==> src/rtl/core/gvtn_pkg.sv <==
package gvtn_pkg;

  // Sizes
  localparam int MAX_NODES = 64;
  localparam int NODE_W    = $clog2(MAX_NODES);
  localparam int CNT_W     = NODE_W + 1;
  localparam int TIME_W    = 48;
  localparam int HALF_W    = TIME_W / 2;
  localparam int MULT_W    = 16;
  localparam int FRAC_W    = 8;
  localparam int PROD_W    = MULT_W + TIME_W;
  localparam int PART_W    = MULT_W + HALF_W;
  localparam int INC_W     = PROD_W - FRAC_W;
  localparam int SUM_W     = INC_W + 1;
  localparam int CFG_W     = 16;
  localparam int IDX_W     = 2;
  localparam int TOPO_W    = NODE_W + 4;

  // Group queue
  localparam int GQ_DEPTH  = 8;
  localparam int GQ_AW     = $clog2(GQ_DEPTH);
  localparam int GQ_CW     = GQ_AW + 1;

  localparam logic [TIME_W-1:0] T_ONES = '1;
  localparam logic [TIME_W-1:0] T_INF  = T_ONES - TIME_W'(1);

  // Operation codes
  localparam logic [1:0] OP_START  = 2'd0;
  localparam logic [1:0] OP_REPORT = 2'd1;
  localparam logic [1:0] OP_UPDATE = 2'd2;

  // Message types
  localparam logic [1:0] MT_START  = 2'd0;
  localparam logic [1:0] MT_REPORT = 2'd1;
  localparam logic [1:0] MT_UPDATE = 2'd2;

  // Result kinds
  localparam logic KIND_MSG    = 1'b0;
  localparam logic KIND_COMMIT = 1'b1;

  // Register indexes
  localparam logic [IDX_W-1:0] REG_NODE_ID     = 2'd0;
  localparam logic [IDX_W-1:0] REG_NODE_COUNT  = 2'd1;
  localparam logic [IDX_W-1:0] REG_WINDOW_MULT = 2'd2;

  // Links of this node in both trees
  typedef struct packed {
    logic [1:0]        nfrom;
    logic [NODE_W-1:0] from0;
    logic [NODE_W-1:0] from1;
    logic [1:0]        nto;
    logic [NODE_W-1:0] to0;
    logic [NODE_W-1:0] to1;
    logic [1:0]        nupd;
    logic [NODE_W-1:0] out0;
    logic [NODE_W-1:0] out1;
  } topo_t;

  // All results caused by one item
  typedef struct packed {
    logic [1:0]        nsend;
    logic              commit;
    logic [1:0]        mtype;
    logic [NODE_W-1:0] dest0;
    logic [NODE_W-1:0] dest1;
    logic [TIME_W-1:0] tval;
    logic [TIME_W-1:0] window;
  } grp_t;

  // Commit operands for the window pipeline
  typedef struct packed {
    logic              incr;
    logic [TIME_W-1:0] gold;
    logic [TIME_W-1:0] diff;
  } cmt_t;

endpackage

==> src/rtl/core/gvtn_topo.sv <==
module gvtn_topo import gvtn_pkg::*; (
  input  logic              clk,
  input  logic [NODE_W-1:0] node_id,
  input  logic [CNT_W-1:0]  node_count,
  output topo_t             topo
);

  topo_t topo_r;
  topo_t topo_nxt;

  logic [CNT_W-1:0]         n_cl;
  logic signed [TOPO_W-1:0] sn, sme, mid0, mid1, inv, out0, out1, ofrom;
  logic signed [TOPO_W-1:0] in0, in1, into, pw, p0, p1;

  always_comb begin
    // zero acts as one, above the maximum acts as the maximum
    if (node_count == '0) begin
      n_cl = CNT_W'(1);
    end else if (node_count > CNT_W'(MAX_NODES)) begin
      n_cl = CNT_W'(MAX_NODES);
    end else begin
      n_cl = node_count;
    end
    sn    = TOPO_W'(signed'({1'b0, n_cl}));
    sme   = TOPO_W'(signed'({1'b0, node_id}));
    mid0  = (sn - TOPO_W'(1)) >>> 1;
    mid1  = sn[0] ? mid0 : mid0 + TOPO_W'(1);
    inv   = sn - sme - TOPO_W'(1);
    out0  = (sme <<< 1) + TOPO_W'(1);
    out1  = out0 + TOPO_W'(1);
    ofrom = (sme > 0) ? ((sme - TOPO_W'(1)) >>> 1) : '0;
    in0   = (sme <<< 1) - sn;
    in1   = in0 - TOPO_W'(1);
    into  = (sn + sme + TOPO_W'(1)) >>> 1;

    // smallest 2^k-1 not below mid0+1
    pw = TOPO_W'(1);
    for (int k = 1; k <= NODE_W; k++) begin
      if (((TOPO_W'(1) <<< k) - TOPO_W'(1)) < mid0 + TOPO_W'(1)) begin
        pw = (TOPO_W'(1) <<< (k + 1)) - TOPO_W'(1);
      end
    end
    p0 = (pw >>> 1) - TOPO_W'(1);
    p1 = sn - p0 - TOPO_W'(1);
    if (p1 <= (p0 <<< 1) + TOPO_W'(3)) begin
      mid0 = p1 - TOPO_W'(1);
      mid1 = p0 + TOPO_W'(1);
    end

    topo_nxt = '0;
    if (sme == 0) begin
      topo_nxt.nfrom = 2'd0;
    end else if (sme <= mid0) begin
      topo_nxt.nfrom = 2'd1;
      topo_nxt.from0 = ofrom[NODE_W-1:0];
    end else if (mid1 <= in1) begin
      topo_nxt.nfrom = 2'd2;
      topo_nxt.from0 = in0[NODE_W-1:0];
      topo_nxt.from1 = in1[NODE_W-1:0];
    end else if (mid1 == in0) begin
      topo_nxt.nfrom = 2'd1;
      topo_nxt.from0 = in0[NODE_W-1:0];
    end else begin
      topo_nxt.nfrom = 2'd1;
      topo_nxt.from0 = inv[NODE_W-1:0];
    end

    if (sme == sn - TOPO_W'(1)) begin
      topo_nxt.nto = 2'd0;
    end else if (sme >= mid1) begin
      topo_nxt.nto = 2'd1;
      topo_nxt.to0 = into[NODE_W-1:0];
    end else if (mid0 >= out1) begin
      topo_nxt.nto = 2'd2;
      topo_nxt.to0 = out0[NODE_W-1:0];
      topo_nxt.to1 = out1[NODE_W-1:0];
    end else if (mid0 == out0) begin
      topo_nxt.nto = 2'd1;
      topo_nxt.to0 = out0[NODE_W-1:0];
    end else begin
      topo_nxt.nto = 2'd1;
      topo_nxt.to0 = inv[NODE_W-1:0];
    end

    // tree A children that exist
    if (out1 < sn) begin
      topo_nxt.nupd = 2'd2;
    end else if (out0 < sn) begin
      topo_nxt.nupd = 2'd1;
    end else begin
      topo_nxt.nupd = 2'd0;
    end
    topo_nxt.out0 = out0[NODE_W-1:0];
    topo_nxt.out1 = out1[NODE_W-1:0];
  end

  always_ff @(posedge clk) begin
    topo_r <= topo_nxt;
  end

  assign topo = topo_r;

endmodule

==> src/rtl/core/gvtn_ctrl.sv <==
module gvtn_ctrl import gvtn_pkg::*; (
  input  logic              clk,
  input  logic              rst_n,
  input  logic              acc,
  input  logic [1:0]        op,
  input  logic [TIME_W-1:0] msg_time,
  input  logic [TIME_W-1:0] local_lvt,
  input  topo_t             topo,
  output logic              s2_valid,
  output grp_t              s2_grp,
  output cmt_t              s2_cmt
);

  // input register
  logic              v1_r;
  logic [1:0]        op_r;
  logic [TIME_W-1:0] mt_r, lvt_r;

  // node state
  logic [TIME_W-1:0] gt_r, gt_nxt;
  logic [TIME_W-1:0] rm_r, rm_nxt;
  logic              a1_r, a1_nxt;

  // stage 2 register
  logic              v2_r;
  grp_t              grp2_r, grp_nxt;
  cmt_t              cmt2_r, cmt_nxt;

  logic              a1s, do_rep, do_upd;
  logic [TIME_W-1:0] rep_lvt, upd_v, rm1, rm2;

  always_comb begin
    gt_nxt  = gt_r;
    rm_nxt  = rm_r;
    a1_nxt  = a1_r;
    a1s     = a1_r;
    do_rep  = 1'b0;
    do_upd  = 1'b0;
    rep_lvt = mt_r;
    upd_v   = mt_r;
    rm1     = '0;
    rm2     = '0;
    grp_nxt = '0;
    cmt_nxt = '0;

    case (op_r)
      OP_START: begin
        // a node with two senders waits for both starts
        if (topo.nfrom == 2'd2 && !a1_r) begin
          a1_nxt = 1'b1;
        end else begin
          if (topo.nfrom == 2'd2) begin
            a1s    = 1'b0;
            a1_nxt = 1'b0;
          end
          if (topo.nto != 2'd0) begin
            grp_nxt.nsend = topo.nto;
            grp_nxt.mtype = MT_START;
            grp_nxt.dest0 = topo.to0;
            grp_nxt.dest1 = topo.to1;
            grp_nxt.tval  = gt_r;
          end else begin
            do_rep  = 1'b1;
            rep_lvt = rm_r;
          end
        end
      end
      OP_REPORT: begin
        do_rep  = 1'b1;
        rep_lvt = mt_r;
      end
      OP_UPDATE: begin
        do_upd = 1'b1;
        upd_v  = mt_r;
      end
      default: begin
      end
    endcase

    if (do_rep) begin
      rm1    = a1s ? rm_r : lvt_r;
      rm2    = (rep_lvt < rm1) ? rep_lvt : rm1;
      rm_nxt = rm2;
      if (topo.nto == 2'd2 && !a1s) begin
        a1_nxt = 1'b1;
      end else begin
        a1_nxt = (topo.nto == 2'd2) ? 1'b0 : a1s;
        if (topo.nfrom != 2'd0) begin
          grp_nxt.nsend = topo.nfrom;
          grp_nxt.mtype = MT_REPORT;
          grp_nxt.dest0 = topo.from0;
          grp_nxt.dest1 = topo.from1;
          grp_nxt.tval  = rm2;
        end else begin
          do_upd = 1'b1;
          upd_v  = rm2;
        end
      end
    end

    if (do_upd) begin
      grp_nxt.nsend  = topo.nupd;
      grp_nxt.commit = 1'b1;
      grp_nxt.mtype  = MT_UPDATE;
      grp_nxt.dest0  = topo.out0;
      grp_nxt.dest1  = topo.out1;
      grp_nxt.tval   = upd_v;
      cmt_nxt.incr   = upd_v > gt_r;
      cmt_nxt.gold   = gt_r;
      cmt_nxt.diff   = upd_v - gt_r;
      rm_nxt         = T_ONES;
      gt_nxt         = upd_v;
    end
  end

  always_ff @(posedge clk) begin
    if (!rst_n) begin
      v1_r <= 1'b0;
      v2_r <= 1'b0;
      gt_r <= '0;
      rm_r <= T_ONES;
      a1_r <= 1'b0;
    end else begin
      v1_r <= acc;
      v2_r <= v1_r;
      if (v1_r) begin
        gt_r <= gt_nxt;
        rm_r <= rm_nxt;
        a1_r <= a1_nxt;
      end
    end
  end

  always_ff @(posedge clk) begin
    if (acc) begin
      op_r  <= op;
      mt_r  <= msg_time;
      lvt_r <= local_lvt;
    end
    grp2_r <= grp_nxt;
    cmt2_r <= cmt_nxt;
  end

  assign s2_valid = v2_r;
  assign s2_grp   = grp2_r;
  assign s2_cmt   = cmt2_r;

endmodule

==> src/rtl/core/gvtn_window.sv <==
module gvtn_window import gvtn_pkg::*; (
  input  logic              clk,
  input  logic              rst_n,
  input  logic              s2_valid,
  input  grp_t              s2_grp,
  input  cmt_t              s2_cmt,
  input  logic [MULT_W-1:0] window_mult,
  output logic              done,
  output logic              push,
  output grp_t              push_grp
);

  // stage 3: two partial products
  logic              v3_r;
  grp_t              grp3_r;
  logic              incr3_r;
  logic [TIME_W-1:0] gold3_r;
  logic [PART_W-1:0] plo3_r, phi3_r;

  // stage 4: whole product
  logic              v4_r;
  grp_t              grp4_r;
  logic              incr4_r;
  logic [TIME_W-1:0] gold4_r;
  logic [PROD_W-1:0] prod4_r;

  logic [TIME_W-1:0] wb_r;

  logic [PART_W-1:0] plo_nxt, phi_nxt;
  logic [PROD_W-1:0] prod_nxt;
  logic [SUM_W-1:0]  sum;
  logic              sat;
  logic [TIME_W-1:0] win;

  assign plo_nxt  = PART_W'(window_mult) * PART_W'(s2_cmt.diff[HALF_W-1:0]);
  assign phi_nxt  = PART_W'(window_mult) * PART_W'(s2_cmt.diff[TIME_W-1:HALF_W]);
  assign prod_nxt = {phi3_r, {HALF_W{1'b0}}} + PROD_W'(plo3_r);

  // old value plus the scaled increase, saturated at infinity; a non-increasing commit keeps the previous bound
  assign sum = SUM_W'(gold4_r) + SUM_W'(prod4_r[PROD_W-1:FRAC_W]);
  assign sat = sum > SUM_W'(T_INF);
  assign win = !incr4_r ? wb_r : (sat ? T_INF : sum[TIME_W-1:0]);

  always_ff @(posedge clk) begin
    if (!rst_n) begin
      v3_r <= 1'b0;
      v4_r <= 1'b0;
      wb_r <= T_INF;
    end else begin
      v3_r <= s2_valid;
      v4_r <= v3_r;
      if (v4_r && grp4_r.commit) begin
        wb_r <= win;
      end
    end
  end

  always_ff @(posedge clk) begin
    grp3_r  <= s2_grp;
    incr3_r <= s2_cmt.incr;
    gold3_r <= s2_cmt.gold;
    plo3_r  <= plo_nxt;
    phi3_r  <= phi_nxt;
    grp4_r  <= grp3_r;
    incr4_r <= incr3_r;
    gold4_r <= gold3_r;
    prod4_r <= prod_nxt;
  end

  always_comb begin
    push_grp        = grp4_r;
    push_grp.window = grp4_r.commit ? win : '0;
  end

  assign done = v4_r;
  assign push = v4_r && (grp4_r.nsend != 2'd0 || grp4_r.commit);

endmodule

==> src/rtl/core/gvtn_outq.sv <==
module gvtn_outq import gvtn_pkg::*; (
  input  logic              clk,
  input  logic              rst_n,
  input  logic              push,
  input  grp_t              push_grp,
  output logic [GQ_CW-1:0]  count,
  output logic              out_tvalid,
  input  logic              out_tready,
  output logic [103:0]      out_tdata,
  output logic [0:0]        out_tuser,
  output logic              out_tlast
);

  grp_t              mem [GQ_DEPTH];
  logic [GQ_AW-1:0]  wr_ptr_r, rd_ptr_r;
  logic [GQ_CW-1:0]  cnt_r;
  logic [1:0]        idx_r;

  logic              ov_r;
  logic              kind_r, last_r;
  logic [NODE_W-1:0] dest_r;
  logic [1:0]        mtype_r;
  logic [TIME_W-1:0] tval_r, win_r;

  grp_t              head;
  logic [1:0]        total;
  logic              is_send, last_res, load, pop;

  assign head     = mem[rd_ptr_r];
  assign total    = head.nsend + {1'b0, head.commit};
  assign is_send  = idx_r < head.nsend;
  assign last_res = idx_r == total - 2'd1;
  assign load     = (cnt_r != '0) && (!ov_r || out_tready);
  assign pop      = load && last_res;

  always_ff @(posedge clk) begin
    if (push) begin
      mem[wr_ptr_r] <= push_grp;
    end
  end

  always_ff @(posedge clk) begin
    if (!rst_n) begin
      wr_ptr_r <= '0;
      rd_ptr_r <= '0;
      cnt_r    <= '0;
      idx_r    <= '0;
      ov_r     <= 1'b0;
    end else begin
      if (push) begin
        wr_ptr_r <= wr_ptr_r + GQ_AW'(1);
      end
      if (pop) begin
        rd_ptr_r <= rd_ptr_r + GQ_AW'(1);
      end
      cnt_r <= cnt_r + GQ_CW'(push) - GQ_CW'(pop);
      if (load) begin
        idx_r <= last_res ? 2'd0 : idx_r + 2'd1;
        ov_r  <= 1'b1;
      end else if (out_tready) begin
        ov_r  <= 1'b0;
      end
    end
  end

  always_ff @(posedge clk) begin
    if (load) begin
      tval_r <= head.tval;
      last_r <= last_res;
      if (is_send) begin
        kind_r  <= KIND_MSG;
        dest_r  <= (idx_r == 2'd0) ? head.dest0 : head.dest1;
        mtype_r <= head.mtype;
        win_r   <= '0;
      end else begin
        kind_r  <= KIND_COMMIT;
        dest_r  <= '0;
        mtype_r <= MT_UPDATE;
        win_r   <= head.window;
      end
    end
  end

  assign count      = cnt_r;
  assign out_tvalid = ov_r;
  assign out_tdata  = {win_r, tval_r, mtype_r, dest_r};
  assign out_tuser  = kind_r;
  assign out_tlast  = last_r;

endmodule

==> src/rtl/core/gvt_reduction_tree_node_unit.sv <==
// Path: input register, stage 2 register, window stages, group queue, then the output register.
// Throughput: one item per cycle on input while in_tready is high; one result item per
//   cycle on output while out_tready is high, so the results of an item (up to 3) leave in turn.
// Reset (rst_n low, synchronous): clears node state, queues and pipeline valids;
//   registers return to node_id 0, node_count 1, window_mult 1.0.
module gvt_reduction_tree_node_unit import gvtn_pkg::*; (
  input  logic              clk,
  input  logic              rst_n,
  // configuration write port
  input  logic              cfg_we,
  input  logic [IDX_W-1:0]  cfg_index,
  input  logic [CFG_W-1:0]  cfg_wdata,
  // input channel
  input  logic              in_tvalid,
  output logic              in_tready,
  input  logic [95:0]       in_tdata,   // msg_time[47:0], local_lvt[95:48]
  input  logic [1:0]        in_tuser,   // operation[1:0]
  // result channel
  output logic              out_tvalid,
  input  logic              out_tready,
  output logic [103:0]      out_tdata,  // dest_node[5:0], msg_type[7:6],
                                        // out_time[55:8], window[103:56]
  output logic [0:0]        out_tuser,  // kind[0]
  output logic              out_tlast   // last result item of an input item
);

  // Configuration registers
  logic [NODE_W-1:0] node_id_r;
  logic [CNT_W-1:0]  node_count_r;
  logic [MULT_W-1:0] window_mult_r;

  always_ff @(posedge clk) begin
    if (!rst_n) begin
      node_id_r     <= '0;
      node_count_r  <= CNT_W'(1);
      window_mult_r <= MULT_W'(256);
    end else if (cfg_we) begin
      case (cfg_index)
        REG_NODE_ID:     node_id_r     <= cfg_wdata[NODE_W-1:0];
        REG_NODE_COUNT:  node_count_r  <= cfg_wdata[CNT_W-1:0];
        REG_WINDOW_MULT: window_mult_r <= cfg_wdata[MULT_W-1:0];
        default: begin
        end
      endcase
    end
  end

  // Topology is a pure function of the configuration; registered every cycle.
  topo_t topo;

  gvtn_topo u_topo (
    .clk        (clk),
    .node_id    (node_id_r),
    .node_count (node_count_r),
    .topo       (topo)
  );

  // Credit scheme: the pipeline never stalls, so an item is taken only when
  // the group queue can hold it together with every item still in flight.
  logic             acc, done, push;
  logic [GQ_CW-1:0] inflight_r, q_count;
  logic [GQ_CW:0]   occ;

  assign occ       = {1'b0, inflight_r} + {1'b0, q_count};
  assign in_tready = occ < (GQ_CW + 1)'(GQ_DEPTH);
  assign acc       = in_tvalid && in_tready;

  always_ff @(posedge clk) begin
    if (!rst_n) begin
      inflight_r <= '0;
    end else begin
      inflight_r <= inflight_r + GQ_CW'(acc) - GQ_CW'(done);
    end
  end

  // Stage 1: node state update and result list for the item
  logic s2_valid;
  grp_t s2_grp;
  cmt_t s2_cmt;

  gvtn_ctrl u_ctrl (
    .clk       (clk),
    .rst_n     (rst_n),
    .acc       (acc),
    .op        (in_tuser),
    .msg_time  (in_tdata[47:0]),
    .local_lvt (in_tdata[95:48]),
    .topo      (topo),
    .s2_valid  (s2_valid),
    .s2_grp    (s2_grp),
    .s2_cmt    (s2_cmt)
  );

  // Stages 2 to 4: throttle window, two 16x24 partial products then add,
  // kept in order so a non-increasing commit sees the previous bound.
  grp_t push_grp;

  gvtn_window u_window (
    .clk         (clk),
    .rst_n       (rst_n),
    .s2_valid    (s2_valid),
    .s2_grp      (s2_grp),
    .s2_cmt      (s2_cmt),
    .window_mult (window_mult_r),
    .done        (done),
    .push        (push),
    .push_grp    (push_grp)
  );

  // Group queue and serialiser feeding the output register
  gvtn_outq u_outq (
    .clk        (clk),
    .rst_n      (rst_n),
    .push       (push),
    .push_grp   (push_grp),
    .count      (q_count),
    .out_tvalid (out_tvalid),
    .out_tready (out_tready),
    .out_tdata  (out_tdata),
    .out_tuser  (out_tuser),
    .out_tlast  (out_tlast)
  );

endmodule

==> config.mk <==
export PLATFORM = sky130hd
export DESIGN_NAME = gvt_reduction_tree_node_unit
export DESIGN_NICKNAME = d
export VERILOG_FILES = /design/src/rtl/core/gvtn_pkg.sv /design/src/rtl/core/gvtn_topo.sv /design/src/rtl/core/gvtn_ctrl.sv /design/src/rtl/core/gvtn_window.sv /design/src/rtl/core/gvtn_outq.sv /design/src/rtl/core/gvt_reduction_tree_node_unit.sv
export SDC_FILE = /design/constraint.sdc
export NUM_CORES = 2
export LEC_CHECK = 0
export BUFFER_PORTS_ARGS = -buffer_cell sky130_fd_sc_hd__buf_2
export CAP_MARGIN = 20
export CORE_ASPECT_RATIO = 2
export CORE_MARGIN = 4
export CORE_UTILIZATION = 62
export DETAILED_ROUTE_END_ITERATION = 16
export GPL_ROUTABILITY_DRIVEN = 0
export GPL_TIMING_DRIVEN = 0
export HOLD_SLACK_MARGIN = 0.03
export PLACE_DENSITY_LB_ADDON = 0.25
export SLEW_MARGIN = 20
export SYNTH_ARGS = -nofsm -noshare
export SYNTH_HDL_FRONTEND = slang
export SYNTH_SLANG_ARGS = --single-unit
==> constraint.sdc <==
create_clock -name clk -period 12.45 [get_ports clk]
set_clock_uncertainty 0.05 [all_clocks]
set_input_delay 3.735 -clock clk [delete_from_list [all_inputs] [get_ports clk]]
set_output_delay 3.735 -clock clk [all_outputs]
set_load 0.01 [all_outputs]
After elaboration in Yosys (flattened, before gate mapping)
Memories as Yosys holds them, arrays and structs flattened. A register that Yosys moved wholly into a read port is not among the register bits.
Index checks and enable logic that the tools add are counted.
{ "word_totals": {"reg_bits": 975, "elab_cells": 233, "out_inout_bits": 108, "n_memories": 1, "inputBits": 121, "ramBits": 904} }
{ "op_classes": {"reduce_logical": 34, "bitwise_logic": 2, "n_lt_le_gt_ge": 20, "mux": 69, "n_eq_ne": 10, "n_mul": 2, "n_addsub": 30} }
{ "mem_list": {"columns": ["name", "words", "word_bits", "read_ports", "rd_clocked_by_memory_dff", "write_ports", "line_no", "source"], "rows": [
  ["u_outq.mem", 8, 113, 1, 1, 1, "gvtn_outq.sv:14", "grp_t mem [GQ_DEPTH];"]
]} }
{ "op_table": {"columns": ["cell", "n"], "rows": [
  ["2-to-1 mux 48 bit", 13],
  ["2-to-1 mux 62 bit", 5],
  ["multiplier 16 x 24 -> 40 bit", 2],
  ["2-to-1 mux 10 bit", 8],
  ["2-to-1 mux 65 bit", 1],
  ["adder 64 x 40 -> 64 bit", 1],
  ["2-to-1 mux 60 bit", 1],
  ["adder 48 x 56 -> 57 bit", 1],
  ["> comparator 57 x 48 -> 1 bit (second input constant)", 1],
  ["> comparator 48 bit", 1],
  ["less-than comparator 48 bit", 1],
  ["subtractor 48 bit", 1],
  ["subtractor 10 x 2 -> 10 bit (second input constant)", 3],
  ["2-to-1 mux 7 bit", 4],
  ["2-to-1 mux 6 bit", 4],
  ["adder 10 x 2 -> 10 bit (second input constant)", 2],
  ["equality test 10 bit", 2],
  ["less-or-equal comparator 10 bit", 2],
  ["2-to-1 mux 1 bit", 20],
  ["2-to-1 mux 2 bit", 8],
  ["2-to-1 mux 8 bit", 2],
  ["AND reduction 2 bit", 6],
  ["nonzero test 2 bit", 6],
  ["adder 10 x 3 -> 10 bit (second input constant)", 1],
  ["49 further kinds", 71]
]} }

Depth between registers and ports, before layout
{ "logic_depth": {"ltp_word": 21, "depth_mapped": 44, "ltp_nobuf": 43} }

By module
Synthesis repeated with hierarchy kept, for this count alone.
{ "unflattened": {"hier_cells": 8449, "hier_area_um2": 100968.1} }
{ "by_module_without_submodules": {"columns": ["mod", "seq_area_each_um2", "area_per_inst_um2", "n_inst", "cells_each"], "rows": [
  ["gvtn_outq", 30649.4, 38045.2, 1, 1567],
  ["gvtn_window", 8127.8, 37985.2, 1, 4105],
  ["gvtn_ctrl", 8167.8, 18385.1, 1, 1966],
  ["gvtn_topo", 780.7, 5188.7, 1, 665],
  ["gvt_reduction_tree_node_unit", 660.6, 1363.8, 1, 146]
]} }

Worst setup path after synthesis
No wires, ideal clock.
{ "synth_timing": {"kind": "input-to-reg", "from": "input port out_tready", "to": "register u_outq.cnt_r[2], in the netlist u_outq.count[2]", "stages": 11, "arrival_time_ns": 10.773, "t_required_ns": 12.272, "path_buffers": 1, "setup_ns": 0.128, "slack_ns": 1.499, "path_cell_list": "inv_1 -> a21oi_1 -> and2_1 -> clkbuf_1 -> ha_1 -> inv_1 -> ha_1 -> inv_1 -> fa_1 -> xor2_1 -> nor2_1"} }
{ "synth_via": {"elab_chain_cells": 4} }
{ "synth_rtl": {"columns": ["element", "line_no", "source"], "rows": [
  ["from (decl)", "gvt_reduction_tree_node_unit.sv:20", "input logic out_tready,"],
  ["logical OR 1 bit", "gvtn_outq.sv:33", "assign load = (cnt_r != '0) && (!ov_r || out_tready);"],
  ["logical AND 1 bit", "gvtn_outq.sv:33", null],
  ["net u_outq.load", "gvtn_outq.sv:27", "logic is_send, last_res, load, pop;"],
  ["logical AND 1 bit", "gvtn_outq.sv:34", "assign pop = load && last_res;"],
  ["net u_outq.pop", "gvtn_outq.sv:27", null],
  ["subtractor 4 x 1 -> 4 bit", "gvtn_outq.sv:56", "cnt_r <= cnt_r + GQ_CW'(push) - GQ_CW'(pop);"],
  ["to (signal assigned)", "gvtn_outq.sv:56", null],
  ["to (decl)", "gvtn_outq.sv:16", "logic [GQ_CW-1:0] cnt_r;"]
]} }
The timed path passes the listed nets, and every way through them passes these cells.
A chain may end at the register's enable or synchronous reset.

Worst setup path after layout
{ "layout_timing": {"from": "register u_topo.topo_r (netlist bit u_topo.topo[40])", "to": "register u_ctrl.cmt2_r (netlist bit u_ctrl.s2_cmt[45])"} }
{ "layout_via": {"elab_chain_cells": 11, "word_cells_on_any_way": 22, "classes_between": "add/sub (1); order compare (1); eq/ne (1); mux (15); reduce/logical (4)"} }
{ "layout_rtl": {"columns": ["element", "line_no", "source"], "rows": [
  ["from (decl)", "gvtn_topo.sv:8", "topo_t topo_r;"],
  ["from (signal assigned)", "gvtn_topo.sv:98", "topo_r <= topo_nxt;"],
  ["equality test 2 bit", "gvtn_ctrl.sv:49, gvtn_ctrl.sv:52", null],
  ["2-to-1 mux 1 bit or logical AND 1 bit (tied branches)", "gvtn_ctrl.sv:52, gvtn_ctrl.sv:49", null],
  ["2-to-1 mux 1 bit", "gvtn_ctrl.sv:49", "if (topo.nfrom == 2'd2 && !a1_r) begin"],
  ["2-to-1 mux 1 bit", "gvtn_ctrl.sv:46", "case (op_r)"],
  ["2-to-1 mux 48 bit", "gvtn_ctrl.sv:81", "rm1 = a1s ? rm_r : lvt_r;"],
  ["less-than comparator 48 bit", "gvtn_ctrl.sv:82", "rm2 = (rep_lvt < rm1) ? rep_lvt : rm1;"],
  ["2-to-1 mux 48 bit", "gvtn_ctrl.sv:82", null],
  ["2-to-1 mux 48 bit", "gvtn_ctrl.sv:88", "if (topo.nfrom != 2'd0) begin"],
  ["2-to-1 mux 48 bit", "gvtn_ctrl.sv:84", "if (topo.nto == 2'd2 && !a1s) begin"],
  ["2-to-1 mux 48 bit (*)", "gvtn_ctrl.sv:80", "if (do_rep) begin"],
  ["net u_ctrl.upd_v[12]", "gvtn_ctrl.sv:30", "logic [TIME_W-1:0] rep_lvt, upd_v, rm1, rm2;"],
  ["subtractor 48 bit (*)", "gvtn_ctrl.sv:110", "cmt_nxt.diff = upd_v - gt_r;"],
  ["to (signal assigned)", "gvtn_ctrl.sv:141", "cmt2_r <= cmt_nxt;"],
  ["to (decl)", "gvtn_ctrl.sv:27", "cmt_t cmt2_r, cmt_nxt;"]
]} }
The timed path passes the listed nets; every way through them passes the cells marked *.

==> out/qor.yml <==
placed_cells: 10373
grt_pass1_vias: 69384
rsz0062_at_grt: "false"
syn_nets: 9195
crit_fanout: 10
drive_above_1_share: 0.112
io_buffer_count: 227
synth_async_sr_flop_share: 0
timing.hold.ws_ps: 253
nets: 9671
fp.dieH_um: 571
yosysWarnings: 0
min_period_ps: 10890
holdCritStartpoint: "u_window.gold3_r[15]"
synth.top_cell.area_share: 0.339
cts.sinks: 1863
dr.pass1.iters: 14
cts_root_buffer: "clkbuf_16"
ir_drop_mv: 0.121
p_leak_nw: 43.1
yosys-top-cells-count: "1108 x edfxtp_1, 925 x inv_1, 755 x dfxtp_1, 636 x nand2_1, 621 x fa_1"
pwr_density_cell_nw_per_um2: 192
cp_slowest_cell: "buf_1"
synthFlopType: "edfxtp_1"
core_um2: 157000
synth_edf_count: 1108
avgViaCountPerCell: 6.25
yosysTopAreaCell: "edfxtp_1"
syn_area_per_cell_um2: 12.3
placementRows: 206
fin_setup_tns_ps: 0
cts_buffer_depth: 4
setup.worst_path.end_class: "flip-flop"
worst_ep_arrival_time_ps: 11410
hp-class: "reg -> reg"
yosysMostFrequentCell: "edfxtp_1"
netlist_area_um2: 98300
fin_ws_ps: 1560
crit_type: "reg -> reg"
die-area_um2: 165000
synth_cell_types: 105
overflow: 0
synth_seq_cells: 1863
grt_pass1_wl_mm: 431
cts_tree: "built"
critical_path_required_ps: 12970
period_share: 0.875
cts_resized: 0
post_cts_buffers: 0
clock_latency_ps: 820
cts_buffers: 158
clk_pin_slew_ps: 70
drtIter0Drc: 6275
setup_viol: 0
cp_slowest_stage_delay_ps: 860
start_kind: "flip-flop"
num_vias: 67288
ys_seq_area_frac: 0.492
synth_area_leaders: "edfxtp_1 34%, dfxtp_1 15%, fa_1 13%"
hpwl_mm: 220
status: "finished clean"
ios: 229
r2r-start: "u_topo.topo[40]"
antenna_found_initial: 42
htreeDepth: 4
ant_nets: 0
start_util: 0.624
area_growth_pct: 10.9
worstMarginPinSlew_ps: 1240
die_w_um: 290
max_freq_mhz: 91.8
grt_max_degree: 64
wl_per_cell_um: 27.3
relSlewSlack: 0.172
grt_use_total: 0.357
critPathLaunch: "u_topo.topo[40]"
wirelength_mm: 294
netlist_instances: 7977
crit_top_cell: "a21o_1"
post-place-ws_ps: 1830
drv_slew: 0
cts_hold_buf: 0
cap_violations: 0
drc: 0
hold_viol: 0
final_cells: 10767
## routing by layer
layer	up-vias	global-route usage	share of wire
met5	-	0	0.00048
met4	24	0.333	0.12
met3	1588	0.0757	0.081
met2	3968	0.598	0.49
met1	33039	0.369	0.31
li1	28669	-	-
## cells in the final DEF (no fill, tap or decap), drive strengths merged, types with 10 or more instances in the layout
cell type | netlist | layout
a21oi | 345 | 345
o22ai | 57 | 57
fa | 621 | 621
xor2 | 76 | 76
buf | 59 | 373
mux2i | 240 | 240
a221oi | 24 | 24
nand3 | 72 | 72
or3 | 25 | 25
clkbuf | 302 | 517
dfxtp | 755 | 755
a31oi | 28 | 28
o21ai | 236 | 236
nor4 | 14 | 14
diode | 0 | 116
clkinv | 3 | 44
a21boi | 14 | 14
nand2b | 52 | 52
nor2 | 413 | 413
and2 | 376 | 376
nor3b | 11 | 11
o21a | 43 | 43
ha | 476 | 476
o211ai | 17 | 17
nor2b | 42 | 42
inv | 928 | 935
mux2 | 77 | 77
edfxtp | 1108 | 1108
a211oi | 34 | 34
nand4 | 43 | 43
a21o | 119 | 119
a222oi | 34 | 34
o21bai | 23 | 23
mux4 | 232 | 232
o311a | 32 | 32
and3 | 37 | 37
nor3 | 68 | 68
xnor2 | 154 | 154
nand2 | 637 | 637
clkinvlp | 0 | 10
## cell type report
type                            instances  area [µm²]
Fill cell                           10997       48600
Sequential cell                      1863       48400
Multi-Input combinational cell       4822       45100
Clock buffer                          213        4430
Inverter                              931        3500
Timing Repair Buffer                  316        2630
Tap cell                             2080        2600
Buffer                                361        1400
Clock inverter                         65         614
Antenna cell                          116         290
## sequential cells by signal (all words and copies together), names as in the netlist, 56 cells and up, named ones only
name and cells:
u_ctrl.s2_grp 65, u_window.push_grp 65, u_window.prod4_r 56, u_outq.mem 904
u_window.grp3_r 65, u_ctrl.s2_cmt 97
## cells by family (layout without fill, tap and decap cells)
logic type | Yosys count | count (layout) | synth area share
other | 0 | 116 | 0
XOR/XNOR | 230 | 230 | 0.0208
buffers and inverters | 1292 | 1886 | 0.0497
AO/OA/AOI/OAI | 1108 | 1108 | 0.0733
flip-flops | 1863 | 1863 | 0.492
adder cells (fa/ha/maj) | 1098 | 1098 | 0.187
multiplexers | 549 | 549 | 0.0866
AND/OR/NAND/NOR | 1837 | 1837 | 0.0899
## path summary, 6_finish.rpt
check	endpoint	slack, ps	cells after the start
min	u_window.gold4_r[15]	250	0
max	u_ctrl.s2_cmt[45]	1560	34
max reg2reg	u_ctrl.s2_cmt[45]	1560	34
min reg2reg	u_window.gold4_r[15]	250	0
## power breakdown
part           total, W  switching (W)  internal, W  leakage (nW)
Clock           0.00490        0.00223      0.00267          2.45
Combinational   0.00725        0.00474      0.00251          24.2
Sequential      0.00877       0.000829      0.00794          16.4
## critical path: cells and delay by family (launching register included)
family	cells	cell delay (ps)
flip-flops	1	340
AND/OR/NAND/NOR	7	1230
multiplexers	4	2050
adder cells (fa/ha/maj)	3	710
AO/OA/AOI/OAI	16	4080
buffers and inverters	4	2200
## metrics by stage
stage          utilization  total power (W)  instance area (µm²)
2_1_floorplan            -           0.0131                98300
4_1_cts              0.690           0.0207               109000
6_report             0.692           0.0209               109000
3_5_place_dp         0.658           0.0158               104000
5_1_grt              0.691           0.0218               109000
3_3_place_gp         0.648           0.0159               102000
(Power assumes the default switching activity.)
